==> config.mk <==
export PLATFORM = sky130hd
export DESIGN_NAME = cssh_front_flat
export DESIGN_NICKNAME = d
export VERILOG_FILES = /design/src/rtl/cssh_pkg.sv /design/src/rtl/cssh_if.sv /design/src/rtl/cssh_front.sv /design/src/flat_wrapper.sv
export SDC_FILE = /design/constraint.sdc
export NUM_CORES = 1
export LEC_CHECK = 0
export BUFFER_PORTS_ARGS = -buffer_cell sky130_fd_sc_hd__clkbuf_2
export CAP_MARGIN = 30
export CELL_PAD_IN_SITES_DETAIL_PLACEMENT = 1
export CELL_PAD_IN_SITES_GLOBAL_PLACEMENT = 2
export CORE_MARGIN = 1.5
export CORE_UTILIZATION = 30
export CTS_CLUSTER_DIAMETER = 100
export DETAILED_ROUTE_END_ITERATION = 16
export PLACE_DENSITY_LB_ADDON = 0.3
export SYNTH_ARGS = -nofsm -noshare
export SYNTH_HDL_FRONTEND = slang
export SYNTH_SLANG_ARGS = --single-unit
==> constraint.sdc <==
create_clock -name i_clk -period 8.85 [get_ports i_clk]
set_input_delay 0.4425 -clock i_clk [delete_from_list [all_inputs] [get_ports i_clk]]
set_output_delay 0.4425 -clock i_clk [all_outputs]
set_load 0.02 [all_outputs]
==> src/rtl/cssh_pkg.sv <==
// ----------------------------------------------------------------------------
// cssh_pkg
// shared types and constants of the closest swept-sphere hit search
// ----------------------------------------------------------------------------
package cssh_pkg;

    localparam int SLOT_W = 6;
    localparam int TIME_W = 32;
    localparam int FRAC_T = 16;

    localparam logic OP_WRITE = 1'b0;
    localparam logic OP_QUERY = 1'b1;

    localparam logic signed [TIME_W-1:0] TIME_MAX = 32'sh7FFF_FFFF;
    localparam logic signed [TIME_W-1:0] TIME_MIN = 32'sh8000_0000;

    // per-slot solver sequence
    typedef enum logic [3:0] {
        S_IDLE,
        S_PROD,
        S_SUM,
        S_MLOAD,
        S_MUL,
        S_DISC,
        S_SQRT,
        S_NUM,
        S_DIV,
        S_SAT,
        S_DONE
    } t_solve_st;

    // back end sequence
    typedef enum logic [3:0] {
        B_CLEAR,
        B_IDLE,
        B_WRITE,
        B_FETCH,
        B_CHECK,
        B_SOLVE,
        B_NEXT,
        B_RESULT
    } t_back_st;

    // classification of a queued request
    typedef struct packed {
        logic is_write;
        logic wr_ok;
    } t_cls;

    // result of one slot solve
    typedef struct packed {
        logic                      done;
        logic                      unb;
        logic                      ovl;
        logic signed [TIME_W-1:0]  t;
    } t_slot_res;

    // back end status
    typedef struct packed {
        logic clearing;
        logic solving;
    } t_back_stat;

endpackage

==> src/rtl/cssh_if.sv <==
// ----------------------------------------------------------------------------
// cssh request and response channels
// valid/ready channels carrying one request or one response
// ----------------------------------------------------------------------------
interface cssh_req_if #(parameter int CW = 24);
    logic                 valid;
    logic                 ready;
    logic                 operation;
    logic [5:0]           slot;
    logic signed [CW-1:0] pos_x;
    logic signed [CW-1:0] pos_y;
    logic signed [CW-1:0] pos_z;
    logic signed [CW-1:0] vel_x;
    logic signed [CW-1:0] vel_y;
    logic signed [CW-1:0] vel_z;
    logic [CW-2:0]        radius;
    logic                 eligible;
    logic                 skip_valid;
    logic [5:0]           skip_slot;

    modport source (
        output valid, operation, slot, pos_x, pos_y, pos_z, vel_x, vel_y, vel_z,
               radius, eligible, skip_valid, skip_slot,
        input  ready
    );
    modport sink (
        input  valid, operation, slot, pos_x, pos_y, pos_z, vel_x, vel_y, vel_z,
               radius, eligible, skip_valid, skip_slot,
        output ready
    );
endinterface


==> src/rtl/cssh_front.sv <==
// ----------------------------------------------------------------------------
// cssh_front
// accepts requests, classifies them and holds them in a two-entry queue
// ----------------------------------------------------------------------------
module cssh_front import cssh_pkg::*; #(
    parameter int MAX_SPHERES = 64,
    parameter int CW          = 24
) (
    input  logic              i_clk,
    input  logic              i_rst_n,
    cssh_req_if.sink          i_req,
    cssh_req_if.source        o_q,
    output t_cls              o_cls
);

    localparam int PLW = 7 * CW + 14;

    logic [PLW-1:0] r_pl [2];
    t_cls           r_cl [2];
    logic           r_wp, r_rp;
    logic [1:0]     r_cnt;
    logic           w_push, w_pop;
    logic [PLW-1:0] w_pl;
    t_cls           w_cl;

    assign i_req.ready = (r_cnt != 2'd2);
    assign o_q.valid   = (r_cnt != 2'd0);
    assign w_push      = i_req.valid && i_req.ready;
    assign w_pop       = o_q.valid && o_q.ready;

    assign w_pl = {i_req.operation, i_req.slot, i_req.pos_x, i_req.pos_y, i_req.pos_z,
                   i_req.vel_x, i_req.vel_y, i_req.vel_z, i_req.radius,
                   i_req.eligible, i_req.skip_valid, i_req.skip_slot};

    // writes beyond the table are dropped
    always_comb begin
        w_cl.is_write = (i_req.operation == OP_WRITE);
        w_cl.wr_ok    = w_cl.is_write && (32'(i_req.slot) < MAX_SPHERES);
    end

    assign {o_q.operation, o_q.slot, o_q.pos_x, o_q.pos_y, o_q.pos_z,
            o_q.vel_x, o_q.vel_y, o_q.vel_z, o_q.radius,
            o_q.eligible, o_q.skip_valid, o_q.skip_slot} = r_pl[r_rp];
    assign o_cls = r_cl[r_rp];

    always_ff @(posedge i_clk) begin
        if (!i_rst_n) begin
            r_wp  <= 1'b0;
            r_rp  <= 1'b0;
            r_cnt <= 2'd0;
        end else begin
            if (w_push) r_wp <= ~r_wp;
            if (w_pop)  r_rp <= ~r_rp;
            r_cnt <= r_cnt + 2'(w_push) - 2'(w_pop);
        end
    end

    always_ff @(posedge i_clk) begin
        if (w_push) begin
            r_pl[r_wp] <= w_pl;
            r_cl[r_wp] <= w_cl;
        end
    end

endmodule

==> src/flat_wrapper.sv <==
// flat-port wrapper written by rule: the top's interface ports become plain ports
module cssh_front_flat import cssh_pkg::*;
#(
    parameter int MAX_SPHERES = 64,
    parameter int CW          = 24
)
  (i_clk, i_rst_n, o_cls, i_req_valid, i_req_operation, i_req_slot, i_req_pos_x, i_req_pos_y, i_req_pos_z, i_req_vel_x, i_req_vel_y, i_req_vel_z, i_req_radius, i_req_eligible, i_req_skip_valid, i_req_skip_slot, i_req_ready, o_q_valid, o_q_operation, o_q_slot, o_q_pos_x, o_q_pos_y, o_q_pos_z, o_q_vel_x, o_q_vel_y, o_q_vel_z, o_q_radius, o_q_eligible, o_q_skip_valid, o_q_skip_slot, o_q_ready);
  cssh_req_if #(.CW(CW)) i_req_i ();
  cssh_req_if #(.CW(CW)) o_q_i ();
  input  logic i_clk;
  input  logic i_rst_n;
  output t_cls o_cls;
  input wire logic [$bits(i_req_i.valid)-1:0] i_req_valid;
  input wire logic [$bits(i_req_i.operation)-1:0] i_req_operation;
  input wire logic [$bits(i_req_i.slot)-1:0] i_req_slot;
  input wire logic [$bits(i_req_i.pos_x)-1:0] i_req_pos_x;
  input wire logic [$bits(i_req_i.pos_y)-1:0] i_req_pos_y;
  input wire logic [$bits(i_req_i.pos_z)-1:0] i_req_pos_z;
  input wire logic [$bits(i_req_i.vel_x)-1:0] i_req_vel_x;
  input wire logic [$bits(i_req_i.vel_y)-1:0] i_req_vel_y;
  input wire logic [$bits(i_req_i.vel_z)-1:0] i_req_vel_z;
  input wire logic [$bits(i_req_i.radius)-1:0] i_req_radius;
  input wire logic [$bits(i_req_i.eligible)-1:0] i_req_eligible;
  input wire logic [$bits(i_req_i.skip_valid)-1:0] i_req_skip_valid;
  input wire logic [$bits(i_req_i.skip_slot)-1:0] i_req_skip_slot;
  output wire logic [$bits(i_req_i.ready)-1:0] i_req_ready;
  output wire logic [$bits(o_q_i.valid)-1:0] o_q_valid;
  output wire logic [$bits(o_q_i.operation)-1:0] o_q_operation;
  output wire logic [$bits(o_q_i.slot)-1:0] o_q_slot;
  output wire logic [$bits(o_q_i.pos_x)-1:0] o_q_pos_x;
  output wire logic [$bits(o_q_i.pos_y)-1:0] o_q_pos_y;
  output wire logic [$bits(o_q_i.pos_z)-1:0] o_q_pos_z;
  output wire logic [$bits(o_q_i.vel_x)-1:0] o_q_vel_x;
  output wire logic [$bits(o_q_i.vel_y)-1:0] o_q_vel_y;
  output wire logic [$bits(o_q_i.vel_z)-1:0] o_q_vel_z;
  output wire logic [$bits(o_q_i.radius)-1:0] o_q_radius;
  output wire logic [$bits(o_q_i.eligible)-1:0] o_q_eligible;
  output wire logic [$bits(o_q_i.skip_valid)-1:0] o_q_skip_valid;
  output wire logic [$bits(o_q_i.skip_slot)-1:0] o_q_skip_slot;
  input wire logic [$bits(o_q_i.ready)-1:0] o_q_ready;
  assign i_req_i.valid = i_req_valid;
  assign i_req_i.operation = i_req_operation;
  assign i_req_i.slot = i_req_slot;
  assign i_req_i.pos_x = i_req_pos_x;
  assign i_req_i.pos_y = i_req_pos_y;
  assign i_req_i.pos_z = i_req_pos_z;
  assign i_req_i.vel_x = i_req_vel_x;
  assign i_req_i.vel_y = i_req_vel_y;
  assign i_req_i.vel_z = i_req_vel_z;
  assign i_req_i.radius = i_req_radius;
  assign i_req_i.eligible = i_req_eligible;
  assign i_req_i.skip_valid = i_req_skip_valid;
  assign i_req_i.skip_slot = i_req_skip_slot;
  assign i_req_ready = i_req_i.ready;
  assign o_q_valid = o_q_i.valid;
  assign o_q_operation = o_q_i.operation;
  assign o_q_slot = o_q_i.slot;
  assign o_q_pos_x = o_q_i.pos_x;
  assign o_q_pos_y = o_q_i.pos_y;
  assign o_q_pos_z = o_q_i.pos_z;
  assign o_q_vel_x = o_q_i.vel_x;
  assign o_q_vel_y = o_q_i.vel_y;
  assign o_q_vel_z = o_q_i.vel_z;
  assign o_q_radius = o_q_i.radius;
  assign o_q_eligible = o_q_i.eligible;
  assign o_q_skip_valid = o_q_i.skip_valid;
  assign o_q_skip_slot = o_q_i.skip_slot;
  assign o_q_i.ready = o_q_ready;
  cssh_front #(.MAX_SPHERES(MAX_SPHERES), .CW(CW)) u_core (.i_clk(i_clk), .i_rst_n(i_rst_n), .i_req(i_req_i), .o_q(o_q_i), .o_cls(o_cls));
endmodule
---- Word-level counts from Yosys, hierarchy flattened ----
Memory sizes are Yosys's and may differ from the RTL's. A register that Yosys moved wholly into a read port is not among the register bits.
Index checks and enable logic that the tools add are counted.
cells by class
  $add $sub $neg .......................... 2
  equality and inequality tests ........... 1
  mux-type cells .......................... 6
  bitwise logic cells ..................... 3
  reduce and logical (&&, ||, !) cells .... 3
operators with widths
  kind                number
  $mux 1              6
  $not 1->1           3
  $add 2x1->2         1
  $logic_and 1x1->1   2
  $ne 2x2->1 const B  1
  $reduce_bool 2->1   1
  $sub 2x1->2         1
word-level totals
  register bits ........................... 4
  RAM bits ................................ 368
  logic and storage cells ................. 20
  memories ................................ 2
memories
  memory       words  bits a word  read ports  clocked after memory_dff  wr ports  line              text
  u_core.r_pl  2      182          1           1                         1         cssh_front.sv:18  logic [PLW-1:0] r_pl [2];
  u_core.r_cl  2      2            1           1                         1         cssh_front.sv:19  t_cls r_cl [2];

---- Longest topological paths before layout ----
  word-level depth ........................ 4
  mapped depth ............................ 7
  mapped depth without buffers ............ 7

---- Least setup slack after synthesis ----
No wires, ideal clock.
  path kind ............................... register to register
  start ................................... register u_core.r_cnt[0]
  end ..................................... memory u_core.r_cl[0][0] in the netlist's numbering (enable)
  library setup time ...................... 750 ps
  arrival time ............................ 8850 ps
  path slack .............................. -750 ps
  stages on the path, launching flop included .. 4
  path buffers ............................ 0
  cell sequence ........................... dfxtp_1 nand2b_1 and2_1 nor2b_1
on the way
  cells in the longest elaborated chain, start to end .. 4
RTL lines
  element                       line                text
  start, declared               cssh_front.sv:21    logic [1:0] r_cnt;
  start signal, assigned        cssh_front.sv:54    r_cnt <= r_cnt + 2'(w_push) - 2'(w_pop);
  $ne 2x2->1                    cssh_front.sv:26    assign i_req.ready = (r_cnt != 2'd2);
  net i_req_ready               flat_wrapper.sv:26  output wire logic [$bits(i_req_i.ready)-1:0] i_req_ready;
  $logic_and 1x1->1             cssh_front.sv:28    assign w_push = i_req.valid && i_req.ready;
  net u_core.w_push             cssh_front.sv:22    logic w_push, w_pop;
  $mux 1                        cssh_front.sv:59    if (w_push) begin
  $mux 1 (implied by the code)  cssh_front.sv:61    r_cl[r_wp] <= w_cl;
  end, declared                 cssh_front.sv:19
The timed path passes the listed nets, and every way through them passes these cells.

==> summary.txt <==
Status
  – Status: complete, no violations

Route
  – Vias per cell: 4.28
  – Initial drt markers: 245
  – WL final: 30,200 um
  – Mean routed wirelength per cell: 18.6 um
  – Drt drc: 0
  – Routed vias: 6,945
  – Detailed Routing Iterations Pass 1: 4
  – Routed Antenna Nets: 0

Synth
  – Async set-reset flop share out of synthesis: 0
  – Top-count cell post-synth: edfxtp_1
  – Most area-consuming cells after synthesis: edfxtp_1, mux2_2, buf_6
  – Yosys top cell by area: edfxtp_1
  – Syn avg cell area: 22.6 um2
  – Cell Area, Synth: 0.0135 mm2
  – Mapped Cells: 597
  – #FFs+latches synth: 371
  – Seq/Total Area, Yosys: 0.820
  – Prevailing post-synth register cell: edfxtp_1
  – Synth warnings: 0
  – Post-synthesis cell type count: 20
  – Post-Syn Nets: 785
  – Area share of the largest cell type after synthesis: 0.813
  – Synth top cells by count: edfxtp_1, mux2_2, buf_6
  – Number of synthesized flops with an enable pin: 366

Global route
  – Initial antenna violation count: 1
  – GRT Max-Usage Layer: met2
  – M1 GR Usage: 0.152
  – First-pass GRT wire length: 45,500 um
  – GRT overflow: 0
  – Vias in the first global route: 7,496
  – Largest net degree at the start of global routing: 61
  – GR Util met2: 0.218
  – GR Util met3: 0.0471
  – GRT Overall Usage: 0.129

STA
  – Total negative slack: 0 ns
  – Finish-stage setup viols: 0
  – Final min period: 3.29 ns
  – Fmax: 304 MHz
  – Worst Max-Slew Pin Slew: 0.879 ns
  – Slew Limit Fails: 0
  – Slew headroom: 0.414
  – Final Skew: 0.00895 ns
  – Hold Violations, Final: 0
  – Tcrit/Tclk final: 0.372
  – RSZ-0062 raised after global routing: no

Setup path
  – Slowest CP cell: dfxtp_4
  – Worst-path maximum fanout: 60
  – WP data required: 8.41 ns
  – Critical path cell sequence: buf_4 -> mux2_2 -> clkbuf_2
  – Crit. End Element: primary output
  – Crit Path Category: reg -> out
  – Arrival time worst endpoint: 2.85 ns
  – Worst Setup Start Kind: flip-flop
  – Slowest cell delay on critical path: 0.84 ns

Floorplan
  – Core area: 0.0443 mm2
  – Die span in x: 215 um
  – I/O pin count: 372
  – Initial cell density of the core: 0.305
  – Die area: 0.0463 mm2
  – Die Ht: 215 um
  – FP Rows: 77

CTS
  – Max Root-Sink Buffers: 3
  – CTS root buf: clkbuf_16
  – CTS Sinks: 371
  – Num CTS Buffers: 42
  – Number of H-tree levels: 2
  – Setup bufs post-CTS: 0
  – Reg clk slew, reported paths: 0.06 ns
  – Number of gates resized after CTS: 0
  – CTS tree: done
  – Hold buffer count at CTS: 0
  – Worst skew pair latency: 0.54 ns

Worst hold path
  – Min-delay worst type: in -> reg

Cells and area
  – Fraction of layout cells with a size suffix above 1: 0.602
  – Layout overhead on the synthesized area: 27.7%
  – Final net count: 1,188
  – Finished Cell Area: 0.0173 mm2

Placed design
  – I/O Buffers: 371
  – Cell area after placement: 0.0160 mm2
  – GPL Wtd Cong: 0.701
  – Detailed placement HPWL: 20,100 um

Power and ir drop
  – Leak pwr: 6.42 nW
  – P per Cell Area: 311 mW/mm2
  – Maximum vdd drop: 0.147 mV

Run
  – Max Cap Violations: 0
[path summary, 6_finish.rpt]
kind / start / slack [ns] / depth (start not counted) / to
max reg2reg: u_core.r_cnt[0] / 5.67 / 5 / u_core.r_pl[0][138]
min reg2reg: u_core.r_rp / 0.51 / 2 / u_core.r_rp
min: i_req_vel_x[10] / 0.08 / 1 / u_core.r_pl[0][89]
max: flip-flop / 5.56 / 3 / o_q_pos_z[11]
[layer usage]
metal  vias to the layer above  wire length (um)
li1                       3179                 -
met1                      3489             11800
met2                       224             15300
met3                        51              2440
met4                         2               672
met5                         -                13
[through the flow]
step | setup slack [ns] | hold WS [ns] | power (mW) | utilization | instances
after floorplan | 2.80 | 0.464 | 3.39 | - | 597
after global placement | 5.50 | 0.494 | 3.83 | 0.360 | 1547
after detailed placement | 5.51 | 0.500 | 3.85 | 0.361 | 1548
after CTS | 5.39 | 0.0396 | 5.48 | 0.389 | 1621
after global routing | 5.32 | 0.0539 | 5.61 | 0.389 | 1621
final | 5.56 | 0.0801 | 5.37 | 0.390 | 1622
[placed cells by master (no fill, tap or decap), types with 4 or more instances in the layout]
cell type  instances
buf_4              8
clkinv_1           6
clkbuf_1          15
mux2_2           183
edfxtp_1         366
dfxtp_1            4
clkbuf_16         45
clkbuf_2         371
inv_1              4
[kinds of logic after synthesis]
logic type	synth area share
AO/OA/AOI/OAI	0.000925
XOR/XNOR	0.00194
adder cells (fa/ha/maj)	0.00185
buffers and inverters	0.0179
flip-flops	0.820
multiplexers	0.152
AND/OR/NAND/NOR	0.00454
[sequential cells by signal, summed over array words and instances, names as in the netlist, named ones only]
| register | count |
|---|---|
| u_core.r_wp | 1 |
| u_core.r_cnt | 2 |
| u_core.r_rp | 1 |
| u_core.r_cl | 2 |
| u_core.r_pl | 364 |
[worst max-delay path: cells and delay by family (launching register included)]
| kind | cells | cell delay [ns] |
|---|---|---|
| buf+inv | 2 | 0.94 |
| flops | 1 | 0.84 |
| mux | 1 | 0.42 |
[where the power goes]
group,leakage (nW),internal [mW],switching [mW]
Clock,0.615,0.948,0.650
Sequential,3.46,2.23,0.0887
Combinational,2.34,0.554,0.892
Total,6.42,3.74,1.63
[area by class of cell]
cell class | count | area, um2
Fill cell | 4465 | 27100
Tap cell | 592 | 741
Sequential cell | 371 | 11100
Inverter | 4 | 15.0
Clock buffer | 63 | 1220
Multi-Input combinational cell | 201 | 2200
Timing Repair Buffer | 380 | 1940
Clock inverter | 10 | 45.0
Antenna cell | 1 | 2.50
No activity file was read; power rests on OpenSTA's default activity.
